### src/design/assert_macros.svh
// Assertion macros shared by the variable admittance force loop RTL.
// Depends on nothing; files that assert include it by name.
`ifndef ASSERT_MACROS_SVH
`define ASSERT_MACROS_SVH
`ifndef SYNTHESIS
`define ASSERT_IMP(label, clk, rst_n, ante, cons) \
    label: assert property (@(posedge clk) disable iff (!rst_n) (ante) |-> (cons)) \
        else $error("assertion failed");
`define ASSERT_NXT(label, clk, rst_n, ante, cons) \
    label: assert property (@(posedge clk) disable iff (!rst_n) (ante) |=> (cons)) \
        else $error("assertion failed");
`else
`define ASSERT_IMP(label, clk, rst_n, ante, cons)
`define ASSERT_NXT(label, clk, rst_n, ante, cons)
`endif
`endif

### src/design/vafl_pkg.sv
// Types, constants and helper functions of the variable admittance force loop.
// Depends on nothing; used by every module of the block.
package vafl_pkg;

    typedef struct packed {
        logic signed [31:0] measured_force;
        logic signed [31:0] measured_velocity;
        logic signed [31:0] measured_position;
        logic [15:0]        elapsed_time;
    } t_in_word;

    typedef struct packed {
        logic signed [20:0] command_velocity;
        logic signed [31:0] command_position;
        logic signed [31:0] integral_term;
    } t_out_word;

    typedef struct packed {
        logic [2:0]  index;
        logic [31:0] wdata;
    } t_cfg_word;

    typedef enum logic [2:0] {
        CFG_DESIRED_FORCE = 3'd0,
        CFG_DAMPING       = 3'd1,
        CFG_ACCEL_GAIN    = 3'd2,
        CFG_VEL_LIMIT     = 3'd3,
        CFG_VEL_DEADBAND  = 3'd4,
        CFG_SIGMA_OFFSET  = 3'd5
    } t_cfg_idx;

    typedef enum logic [4:0] {
        S_IDLE, S_ERR, S_DEN, S_MDEN, S_DIV0, S_DIVW, S_PHI, S_SUMV, S_MSUM,
        S_INNER, S_MLO, S_MHI, S_ACC, S_MADT, S_VEL, S_MVDT, S_POS
    } t_state;

    localparam int MUL_A_W = 34;
    localparam int MUL_B_W = 18;
    localparam int MUL_P_W = MUL_A_W + MUL_B_W;

    localparam int DIV_NUM_W = 48;
    localparam int DIV_DEN_W = 45;
    localparam int DIV_Q_W   = 17;

    localparam logic signed [63:0] SAT_HI = 64'sh0000_0000_7FFF_FFFF;
    localparam logic signed [63:0] SAT_LO = 64'shFFFF_FFFF_8000_0000;

    function automatic logic signed [31:0] sat32(input logic signed [63:0] x);
        logic signed [31:0] r;
        if (x > SAT_HI) begin
            r = 32'sh7FFF_FFFF;
        end else if (x < SAT_LO) begin
            r = 32'sh8000_0000;
        end else begin
            r = $signed(x[31:0]);
        end
        return r;
    endfunction

    function automatic logic [31:0] mag32(input logic signed [31:0] x);
        logic [31:0] r;
        r = x[31] ? (~x + 32'd1) : x;
        return r;
    endfunction

endpackage

### src/design/vafl_mul.sv
// Shared signed multiplier with a registered product.
// Depends on vafl_pkg for the operand widths.
module vafl_mul import vafl_pkg::*; (
    input  logic                        i_clk,
    input  logic signed [MUL_A_W-1:0]   i_a,
    input  logic signed [MUL_B_W-1:0]   i_b,
    output logic signed [MUL_P_W-1:0]   o_p
);
    logic signed [MUL_P_W-1:0] r_p;

    always_ff @(posedge i_clk) begin
        r_p <= i_a * i_b;
    end

    assign o_p = r_p;
endmodule

### config.mk
export PLATFORM = sky130hd
export DESIGN_NAME = vafl_mul
export DESIGN_NICKNAME = d
export VERILOG_FILES = /design/src/design/assert_macros.svh /design/src/design/vafl_pkg.sv /design/src/design/vafl_mul.sv
export SDC_FILE = /design/constraint.sdc
export NUM_CORES = 2
export LEC_CHECK = 0
export ABC_AREA = 1
export CAP_MARGIN = 10
export CELL_PAD_IN_SITES_DETAIL_PLACEMENT = 1
export CELL_PAD_IN_SITES_GLOBAL_PLACEMENT = 1
export CORE_ASPECT_RATIO = 0.9
export CORE_MARGIN = 4
export CORE_UTILIZATION = 54
export DETAILED_ROUTE_END_ITERATION = 8
export DONT_BUFFER_PORTS = 1
export GPL_TIMING_DRIVEN = 0
export PLACE_DENSITY = 0.95
export SYNTH_ARGS = -nofsm -noshare
export SYNTH_HDL_FRONTEND = slang
export SYNTH_SLANG_ARGS = --single-unit
### constraint.sdc
create_clock -name i_clk -period 22.8 [get_ports i_clk]
set_input_delay 6.84 -clock i_clk [delete_from_list [all_inputs] [get_ports i_clk]]
set_output_delay 6.84 -clock i_clk [all_outputs]
set_load 0.01 [all_outputs]
-- Yosys cells after proc, flatten, opt, wreduce, memory -nomap -nowiden
Index checks and enable logic that the tools add are counted.
Widths: inputs -> output; s select.
- register bits: 52
- bits in latches: 0
- bits in writable memories: 0
- bits in read-only memories: 0
- output and inout port bits: 52
- memories: 0
- add/subtract/negate cells: 0
- $mul: 1
- div/mod/pow operators: 0
- order comparisons: 0
- eq/ne operators: 0
- shift operators: 0
- multiplexer cells: 0
- bitwise gates (word level): 0
- reduce and logical (&&, ||, !) cells: 0
- operators with widths (operator ; number):
    $mul 34x18->52 ; 1

-- Longest topological paths before layout
- depth in word-level cells: 1
- gate-level depth with buffers: 29
- gate-level depth less buffers: 27

-- Worst setup path after synthesis
Ideal clock, no wire load.
- path type: input port to flip-flop
- from: input i_a[33]
- to: register r_p[47], in the netlist o_p[47]
- setup time: 0.114 ns
- arrival: 12.034 ns
- data required time: 22.686 ns
- setup slack: 10.652 ns
- cell stages on the path: 22
- cell sequence: clkbuf_1 > clkbuf_1 > nand2_1 > fa_1 > inv_1 > fa_1 > inv_1 > fa_1 > fa_1 > fa_1 > fa_1 > inv_1 > ha_1 > nand2_1 > nor2_1 > inv_1 > nor2_1 > nand2_1 > nor2_1 > nand2_1 > nand4_1 > nand2_1
- cells in the longest elaborated chain, start to end: 1
- RTL lines (what ; RTL line ; RTL):
    start: declaration ; vafl_mul.sv:5 ; input logic signed [MUL_A_W-1:0] i_a,
    $mul 34x18->52 ; vafl_mul.sv:12 ; r_p <= i_a * i_b;
    end signal: assignment ; vafl_mul.sv:12 ;
    end: declaration ; vafl_mul.sv:9 ; logic signed [MUL_P_W-1:0] r_p;
No other way between the ends.

-- Worst setup path in the final report
- from: input i_b[0]
- to: register r_p[43], in the netlist o_p[43]
- cells in the longest elaborated chain, start to end: 1
- RTL lines (what ; RTL line ; RTL):
    start: declaration ; vafl_mul.sv:6 ; input logic signed [MUL_B_W-1:0] i_b,
    $mul 34x18->52 ; vafl_mul.sv:12 ;
No other way between the ends.

==> results_dict.tcl <==
set metrics [dict create \
    cp-start-kind "input pin" \
    period_share_pct 60.5 \
    root_buffer "clkbuf_16" \
    die_x_um 231 \
    dieArea_mm2 0.0483 \
    cts_tree "built" \
    cts_max_path_buffers 2 \
    worst_slew_pin_slew_ns 1.27 \
    hold-path-cell-count 3 \
    grt_pass1_vias 25100 \
    cp_cell_sequence "clkbuf_1, clkbuf_1, nand2_1, inv_1, fa_1, fa_1, ha_1, inv_1, fa_1, inv_1, fa_1, inv_1, fa_1, inv_1, ha_1, nand2_1, nor2_1, nand2_1, nor3_2, nand4_1, nand4_1, nand2_1" \
    worst-setup-path-type "in -> reg" \
    clkTransAtPathRegs_ns 0.08 \
    synth_cell_types 28 \
    grt_max_degree 17 \
    syn-cell-area_mm2 0.0242 \
    outcome "finished clean" \
    routed_wl_um 93600 \
    tns_ns 0 \
    crit_start "i_b[0]" \
    slew_viol_final 0 \
    crit_fanout 10 \
    worstPathArrival_ns 13.99 \
    dp_hpwl_um 79300 \
    drtAntennaViolNets 0 \
    timing.slew.headroom_pct 15.6 \
    cts-resized-gates 0 \
    antenna_found_initial 5 \
    synth_cells 3262 \
    ys_ff_latch 52 \
    initial_core_util_pct 54.8 \
    grt_pass1_wl_um 143000 \
    cts.sinks 52 \
    fp.dieH_um 209 \
    fin_nets 4032 \
    drcViolationCount 0 \
    worst_hold_path_type "in -> reg" \
    yosys_warnings 0 \
    final_common_cell "inv_1" \
    vias 21500 \
    syn_nets 4025 \
    post_cts_buffers 0 \
    yosysTopAreaCell "fa_1" \
    drt_iter0_drc 1688 \
    holdPathEnd "o_p[0]" \
    track_usage_pct 39.8 \
    setup_viol 0 \
    wl_per_cell_um 24.2 \
    layout_common_cells "inv_1, nand2_1, fa_1" \
    viasPerCell 5.54 \
    yosysTopAreaCellShare_pct 48.4 \
    cpPeakStageDelay_ns 0.94 \
    max_freq_mhz 72.5 \
    cp.required_ns 23.01 \
    coreArea_mm2 0.0442 \
    layout-drive-gt1-share_pct 1.80 \
    overflow 0 \
    final_area_mm2 0.0251 \
    yosys-top-cells-area "fa_1, inv_1, nand2_1, ha_1, dfxtp_1" \
    period_needed_ns 13.78 \
    maxCapViolCount 0 \
    dr.pass1.iters 5 \
    finalWeightedCongestion 0.987 \
    end_kind "register" \
    hold_violations 0 \
    dpl_cell_area_mm2 0.0250 \
    io_pins 105 \
    syn_area_per_cell_um2 7.42 \
    largest_reg_flops 52 \
    port_buffers 0 \
    min_from "i_b[0]" \
    syn_to_final_growth_pct 3.74 \
    seq_area_frac_synth_pct 4.30 \
    rsz0062_at_grt "no" \
    cts_buffers 5 \
    ctsHoldBuffers 0 \
    rows 73 \
    crit_path_top_delay_cell "clkbuf_1" \
    htreeDepth 2 \
]
how the worst max path moves through the flow:
stage / slack, ns / endpoint
6_report: 9.02 / o_p[43]
5_1_grt: 8.75 / o_p[43]
4_1_cts: 9.20 / o_p[43]
3_5_place_dp: 8.85 / o_p[43]
3_3_place_gp: 9.10 / o_p[43]
2_1_floorplan: 10.65 / o_p[47]
worst max-delay path: cells and delay by family:
family                     cells  cell delay [ns]
adders and majority gates      7             3.68
buffers and inverters          7             1.91
and+or+nand+nor                8             1.53
routing by layer:
metal,share of wire [%],GRT usage (%)
met4,9.4,27.7
met2,47,66.7
met1,34,44.6
met5,0,0
met3,9.9,9.88
per-stage QoR:
stage               setup WS, ns  hold slack (ns)  std cells  utilization [%]
floorplan                  10.65             7.11       3262                -
global placement            9.10             7.15       3862             56.5
detailed placement          8.85             7.15       3862             56.5
CTS                         9.20             6.89       3870             56.8
global route                8.75             6.90       3873             56.8
finish                      9.02             6.89       3874             56.8
cells in the mapped netlist:
cell / n
inv_1: 1093
o21ai_0: 4
a21oi_1: 36
xnor2_1: 6
nor2_1: 81
xor2_1: 23
a21oi_2: 1
nand3_2: 1
clkinv_1: 1
nand2_1: 984
nor3_2: 7
or2_2: 6
nor2_2: 13
clkbuf_1: 130
ha_1: 125
nand2_2: 13
nand3_1: 47
fa_1: 585
o21bai_1: 4
a21o_1: 2
inv_2: 7
nand3b_1: 3
nand4_1: 17
buf_1: 9
and2_1: 1
nor2_4: 4
nor3_1: 7
dfxtp_1: 52
area by class of cell:
| type | instances | area, um^2 |
|---|---|---|
| Antenna cell | 4 | 10.0 |
| Buffer | 139 | 522 |
| Clock buffer | 6 | 129 |
| Clock inverter | 2 | 16.3 |
| Fill cell | 5838 | 19100 |
| Inverter | 1101 | 4130 |
| Multi-Input combinational cell | 1970 | 18500 |
| Sequential cell | 52 | 1040 |
| Tap cell | 600 | 751 |
logic make-up (layout without fill, tap and decap cells):
family	count (synthesis)	count (layout)	synth area share, %
AO/OA/AOI/OAI	47	47	1.05
buffers and inverters	1240	1248	19.2
flip-flops	52	52	4.30
XOR/XNOR	29	29	1.05
other	0	4	0
AND/OR/NAND/NOR	1184	1184	19.5
adder cells (fa/ha/maj)	710	710	54.8
Power is left out: the tool's default activity adds up to more than one toggle a clock period on the data nets, which glitch-free logic cannot reach.
