[src/design/assert_macros.svh]
// Assertion macros shared by the variable admittance force loop RTL.
// Depends on nothing; files that assert include it by name.
`ifndef ASSERT_MACROS_SVH
`define ASSERT_MACROS_SVH
`ifndef SYNTHESIS
`define ASSERT_IMP(label, clk, rst_n, ante, cons) \
    label: assert property (@(posedge clk) disable iff (!rst_n) (ante) |-> (cons)) \
        else $error("assertion failed");
`define ASSERT_NXT(label, clk, rst_n, ante, cons) \
    label: assert property (@(posedge clk) disable iff (!rst_n) (ante) |=> (cons)) \
        else $error("assertion failed");
`else
`define ASSERT_IMP(label, clk, rst_n, ante, cons)
`define ASSERT_NXT(label, clk, rst_n, ante, cons)
`endif
`endif

[src/design/vafl_pkg.sv]
// Types, constants and helper functions of the variable admittance force loop.
// Depends on nothing; used by every module of the block.
package vafl_pkg;

    typedef struct packed {
        logic signed [31:0] measured_force;
        logic signed [31:0] measured_velocity;
        logic signed [31:0] measured_position;
        logic [15:0]        elapsed_time;
    } t_in_word;

    typedef struct packed {
        logic signed [20:0] command_velocity;
        logic signed [31:0] command_position;
        logic signed [31:0] integral_term;
    } t_out_word;

    typedef struct packed {
        logic [2:0]  index;
        logic [31:0] wdata;
    } t_cfg_word;

    typedef enum logic [2:0] {
        CFG_DESIRED_FORCE = 3'd0,
        CFG_DAMPING       = 3'd1,
        CFG_ACCEL_GAIN    = 3'd2,
        CFG_VEL_LIMIT     = 3'd3,
        CFG_VEL_DEADBAND  = 3'd4,
        CFG_SIGMA_OFFSET  = 3'd5
    } t_cfg_idx;

    typedef enum logic [4:0] {
        S_IDLE, S_ERR, S_DEN, S_MDEN, S_DIV0, S_DIVW, S_PHI, S_SUMV, S_MSUM,
        S_INNER, S_MLO, S_MHI, S_ACC, S_MADT, S_VEL, S_MVDT, S_POS
    } t_state;

    localparam int MUL_A_W = 34;
    localparam int MUL_B_W = 18;
    localparam int MUL_P_W = MUL_A_W + MUL_B_W;

    localparam int DIV_NUM_W = 48;
    localparam int DIV_DEN_W = 45;
    localparam int DIV_Q_W   = 17;

    localparam logic signed [63:0] SAT_HI = 64'sh0000_0000_7FFF_FFFF;
    localparam logic signed [63:0] SAT_LO = 64'shFFFF_FFFF_8000_0000;

    function automatic logic signed [31:0] sat32(input logic signed [63:0] x);
        logic signed [31:0] r;
        if (x > SAT_HI) begin
            r = 32'sh7FFF_FFFF;
        end else if (x < SAT_LO) begin
            r = 32'sh8000_0000;
        end else begin
            r = $signed(x[31:0]);
        end
        return r;
    endfunction

    function automatic logic [31:0] mag32(input logic signed [31:0] x);
        logic [31:0] r;
        r = x[31] ? (~x + 32'd1) : x;
        return r;
    endfunction

endpackage

[src/design/vafl_div.sv]
// Restoring divider that yields one quotient bit per cycle.
// Depends on vafl_pkg for the operand and quotient widths.
module vafl_div import vafl_pkg::*; (
    input  logic                  i_clk,
    input  logic                  i_rst_n,
    input  logic                  i_start,
    input  logic [DIV_NUM_W-1:0]  i_num,
    input  logic [DIV_DEN_W-1:0]  i_den,
    output logic                  o_busy,
    output logic                  o_done,
    output logic [DIV_Q_W-1:0]    o_quot
);
    localparam int DSH_W = DIV_DEN_W + DIV_Q_W - 1;
    localparam int CNT_W = $clog2(DIV_Q_W);

    logic [DIV_NUM_W-1:0] r_rem;
    logic [DSH_W-1:0]     r_dsh;
    logic [DIV_Q_W-1:0]   r_quot;
    logic [CNT_W-1:0]     r_cnt;
    logic                 r_busy;
    logic                 r_done;
    logic                 r_zero;
    logic                 fits;

    assign fits = {{(DSH_W-DIV_NUM_W){1'b0}}, r_rem} >= r_dsh;

    always_ff @(posedge i_clk) begin
        if (!i_rst_n) begin
            r_busy <= 1'b0;
            r_done <= 1'b0;
        end else begin
            r_done <= 1'b0;
            if (i_start) begin
                r_busy <= 1'b1;
            end else if (r_busy && r_cnt == '0) begin
                r_busy <= 1'b0;
                r_done <= 1'b1;
            end
        end
    end

    always_ff @(posedge i_clk) begin
        if (i_start) begin
            r_rem  <= i_num;
            r_dsh  <= {i_den, {(DIV_Q_W-1){1'b0}}};
            r_quot <= '0;
            r_cnt  <= CNT_W'(DIV_Q_W - 1);
            r_zero <= (i_den == '0);
        end else if (r_busy) begin
            if (fits) begin
                r_rem <= r_rem - r_dsh[DIV_NUM_W-1:0];
            end
            r_quot <= {r_quot[DIV_Q_W-2:0], fits};
            r_dsh  <= r_dsh >> 1;
            r_cnt  <= r_cnt - CNT_W'(1);
        end
    end

    assign o_busy = r_busy;
    assign o_done = r_done;
    assign o_quot = r_zero ? '0 : r_quot;
endmodule

[config.mk]
export PLATFORM = sky130hd
export DESIGN_NAME = vafl_div
export DESIGN_NICKNAME = d
export VERILOG_FILES = /design/src/design/assert_macros.svh /design/src/design/vafl_pkg.sv /design/src/design/vafl_div.sv
export SDC_FILE = /design/constraint.sdc
export NUM_CORES = 1
export LEC_CHECK = 0
export BUFFER_PORTS_ARGS = -buffer_cell sky130_fd_sc_hd__buf_2
export CORE_ASPECT_RATIO = 0.9
export CORE_MARGIN = 2
export CORE_UTILIZATION = 54
export DETAILED_ROUTE_END_ITERATION = 6
export PLACE_DENSITY = 0.8
export SLEW_MARGIN = 0
export SYNTH_ARGS = -nofsm -noshare
export SYNTH_HDL_FRONTEND = slang
export SYNTH_SLANG_ARGS = --single-unit
[constraint.sdc]
create_clock -name i_clk -period 6.4 [get_ports i_clk]
set_input_delay 1.28 -clock i_clk [delete_from_list [all_inputs] [get_ports i_clk]]
set_output_delay 1.28 -clock i_clk [all_outputs]
set_load 0.1 [all_outputs]
======== After elaboration in Yosys (flattened, before gate mapping) ========
Index checks and enable logic that the tools add are counted.
Widths: inputs -> output; s select.
cells by class
  reductions and logical operators ........ 8
  muxes and demuxes ....................... 9
  $add $sub $neg .......................... 2
  $lt $le $gt $ge ......................... 1
  bitwise logic cells ..................... 1
operators by type and width
  cell                 count
  $mux 48              3
  $mux 61              2
  $ge 48x61->1         1
  $sub 48x48->48       1
  $logic_not 45->1     1
  $mux 17              1
  $reduce_bool 2->1    3
  $logic_not 5->1      1
  $sub 5x1->5 const B  1
  $mux 1               3
  $reduce_and 2->1     1
  $reduce_or 2->1      1
  $logic_and 1x1->1    1
  $not 1->1            1
word-level totals
  word-level logic and storage cells ...... 29
  bits in registers ....................... 134
  output and inout port bits .............. 19
  bits of input ports ..................... 96

======== Depth between registers and ports, before layout ========
  depth after elaboration ................. 4
  mapped depth ............................ 13
  gate-level depth less buffers ........... 13

======== Worst setup path before layout ========
Ideal clock, no wire load.
  kind .................................... register to register
  start point ............................. register r_rem[1]
  end point ............................... register r_rem[0], enable pin
  arrival time ............................ 2,933 ps
  period minus slack after synthesis ...... 3,517 ps
  path buffers ............................ 0
  slack ................................... 2,883 ps
  data required time ...................... 5,816 ps
  cell stages (with the launch flop) ...... 11
  setup time .............................. 584 ps
  cells stage by stage .................... edfxtp_1 -> ha_1 -> nor2b_1 -> o21ba_1 -> o2111a_2 -> o211ai_4 -> a211oi_4 -> o211ai_1 -> a21oi_1 -> o2111ai_1 -> nand2_1
on the way
  word-level cells in the longest chain between the ends .. 3
RTL lines
  what                                line            text
  from (decl)                         vafl_div.sv:16  logic [DIV_NUM_W-1:0] r_rem;
  from (signal assigned)              vafl_div.sv:44  r_rem <= i_num;
  from (signal assigned)              vafl_div.sv:51  r_rem <= r_rem - r_dsh[DIV_NUM_W-1:0];
  $ge 48x61->1                        vafl_div.sv:25  assign fits = {{(DSH_W-DIV_NUM_W){1'b0}}, r_rem} >= r_dsh;
  $reduce_bool 2->1 (no source line)  n/a
  $reduce_and 2->1 (no source line)   n/a
No other way between the ends.
A chain may end at the register's enable or synchronous reset.

======== Worst setup path in the final report ========
  start point ............................. register r_dsh[8]
  end point ............................... register r_rem[28], enable pin
on the way
  word-level cells in the longest chain between the ends .. 3
RTL lines
  what                                line            text
  from (decl)                         vafl_div.sv:17  logic [DSH_W-1:0] r_dsh;
  from (signal assigned)              vafl_div.sv:45  r_dsh <= {i_den, {(DIV_Q_W-1){1'b0}}};
  from (signal assigned)              vafl_div.sv:54  r_dsh <= r_dsh >> 1;
  $ge 48x61->1                        vafl_div.sv:25
  $reduce_bool 2->1 (no source line)  n/a
  $reduce_and 2->1 (no source line)   n/a
No other way between the ends.

==> run_results.csv <==
group,metric,value,unit
cts,postCtsSetupBuffers,0,
cts,cts_hold_buf,0,
finish,n_antenna_cell,0,
sta,setup_viol,0,
drt,routed_via_density,5.86,
sta,relSlewSlack,29.3,%
synthesis,async_flop_share,0,%
sta,slew_viol_final,0,
placed_design,gp_congestion,0.943,
die,start_util,54.9,%
cts,cts_tree,"yes",
power,power_density,300,nW/um^2
finish,regArea,3620,sq um
synthesis,synthXorXnorAreaFrac,4.68,%
power,leakagePower,4.07,nW
finish,drive_gt1_share,17.1,%
placed_design,io_buffers,114,
worst_setup_path,cp.arrival,3680,ps
cts,clk_pin_slew,60,ps
finish,fillerInstances,1294,
finish,multi_input_area,4370,sq um
placed_design,dpl.hpwl,14600,microns
sta,tightestPinTransition,1060,ps
power,power.total,2.90,mW
die,die_w,136,microns
worst_setup_path,worstSetupEndpointType,"register",
cts,clockBufferDepth,2,
synthesis,synth_compound_area_share,20.5,%
synthesis,ys_types,66,
synthesis,synthAdderAreaFrac,7.52,%
power,ir_worst_vdd,0.181,mV
synthesis,avgSynthCellArea,9.46,sq um
worst_setup_path,worstPathMaxFanout,40,
sta,rsz0062_at_grt,"no",
cts,cts_buffers,17,
grt,grt_pass1_vias,6372,
die,core,15300,sq um
grt,track_usage,24.8,%
finish,syn_to_final_growth,14.9,%
cts,clk_latency,430,ps
synthesis,synthesis.nets,1036,
drt,vias,6962,
cts,ctsHtreeMaxLevel,4,
cts,ctsResizeCount,0,
synthesis,synth_top_family_by_area,"compound AO/OA/AOI/OAI gates",
drt,wirelength,20500,microns
cts,ctsRootBufferMaster,"clkbuf_16",
synthesis,synth_edf_count,94,
synthesis,muxShareOfSynthArea,4.19,%
synthesis,yosys.area_share.simple,15.0,%
synthesis,ys_seq_area_share,43.1,%
synthesis,synth.cell_area,8420,sq um
cts,clkSinkCount,134,
synthesis,ys.flop_type,"edfxtp_1",
grt,grt_max_degree,114,
sta,post-route-min-period,3620,ps
status,status,"completed",
die,die_h,122,microns
drt,routedWlPerCell,17.2,microns
synthesis,syn_inst,890,
synthesis,ys_ff_latch,134,
sta,skew,13.6,ps
worst_hold_path,min_path_type,"reg -> reg",
sta,period_share,56.5,%
worst_setup_path,crit_type,"reg -> reg",
grt,antenna_found_initial,0,
die,rows,43,
run,drv_cap,0,
die,die-area,16600,sq um
grt,grt-ovfl-total,0,
sta,hold_viol_final,0,
drt,drcViolationCount,0,
worst_setup_path,crit_required,6460,ps
finish,num-nets-final,1119,
drt,drtIter0Drc,550,
die,ios,115,
grt,grt_pass1_wl,32100,microns
finish,mostFrequentLayoutCells,"buf_2 (113), edfxtp_1 (94), nand2_1 (79)",
sta,tns,0,ps
finish,final_common_cell,"buf_2",
worst_setup_path,critPathLaunchType,"register",
sta,max_freq,276,MHz
synthesis,synth_warnings,0,
drt,dr.pass1.iters,5,
drt,antenna_left,0,
## per-layer routing
metal	GRT usage, %	routed length [microns]
met1	35.6	9630
met4	6.05	278
met5	0	0
met2	37.8	8950
met3	6.40	1590
## final timing paths
| check | slack (ps) | cells past startpoint | end | from |
|---|---|---|---|---|
| hold / removal | 500 | 2 | r_quot[16] | r_quot[16] |
| setup reg to reg | 2780 | 12 | r_rem[28] | r_dsh[8] |
| hold reg to reg | 500 | 2 | r_quot[16] | r_quot[16] |
| setup / recovery | 2780 | 12 | r_rem[28] | r_dsh[8] |
## flip-flops by register name, indices dropped and copies added, names as in the netlist
| register | cells |
|---|---|
| r_zero | 1 |
| r_dsh | 61 |
| o_busy | 1 |
| o_done | 1 |
| r_rem | 48 |
| r_cnt | 5 |
| r_quot | 17 |
## final cells by class
| type | instances | share of cell area, % |
|---|---|---|
| clock buffers | 24 | 5.57 |
| flip-flops and latches | 134 | 37.5 |
| well taps | 202 | 2.61 |
| repair buffers | 117 | 6.16 |
| inverters | 61 | 2.37 |
| multi-input cells | 642 | 45.2 |
| clock inverters | 8 | 0.570 |
## worst max-delay path, cell delays in order (launching register included)
cell       delay (ps)
dfxtp_1           370
inv_1              60
ha_1              380
nand2_2            80
o21ai_0           320
a21o_1            230
o211ai_4          110
a211oi_4          330
o211ai_1          180
a21oi_1           180
o2111ai_1         170
nand2_2           280
buf_4             540
## power by group
part	total, mW	switching, mW	internal [mW]
Sequential	1.08	0.0446	1.04
Combinational	0.841	0.500	0.342
Clock	0.975	0.383	0.592
## logic make-up after synthesis
kind of cell             count (synthesis)
AO/OA/AOI/OAI                          254
XOR/XNOR                                45
adder cells (fa/ha/maj)                 50
buffers and inverters                  114
flip-flops                             134
multiplexers                            35
AND/OR/NAND/NOR                        258
## synth_stat cells, types with 3 or more instances
cell type	count	area share (%)
o221ai_1	3	0.31
ha_1	49	7.3
edfxtp_1	94	34
a31oi_1	5	0.37
nor3_1	13	0.77
o2111ai_1	3	0.31
xnor2_1	26	2.7
a21o_1	33	2.9
o21bai_1	10	0.89
mux2i_1	33	3.9
or2_2	3	0.22
buf_1	4	0.18
nand2b_1	3	0.22
dfxtp_1	40	9.5
xor2_1	19	2.0
a211oi_1	6	0.54
and4_1	4	0.42
nand2_1	80	3.6
nor4_1	11	0.82
nand4_1	16	1.2
nor2b_1	20	1.5
a22o_1	44	4.6
nor2_1	66	2.9
and3_1	6	0.45
o31ai_1	3	0.27
a21oi_1	53	3.2
o21ai_0	63	3.7
o21a_1	3	0.27
and2_1	8	0.59
clkbuf_1	47	2.1
nand3_1	14	0.83
inv_1	61	2.7
o22ai_1	3	0.22
## metrics by stage
stage | setup slack [ps] | cells | util, % | hold slack [ps] | instance area (sq um)
after floorplan | 2880 | 890 | - | 452 | 8420
after global placement | 2740 | 1156 | 59.2 | 475 | 9070
after detailed placement | 2680 | 1156 | 59.2 | 487 | 9070
after CTS | 2800 | 1188 | 63.0 | 499 | 9670
after global routing | 2530 | 1188 | 63.0 | 534 | 9670
final | 2780 | 1188 | 63.0 | 500 | 9670
(Power assumes the default switching activity.)
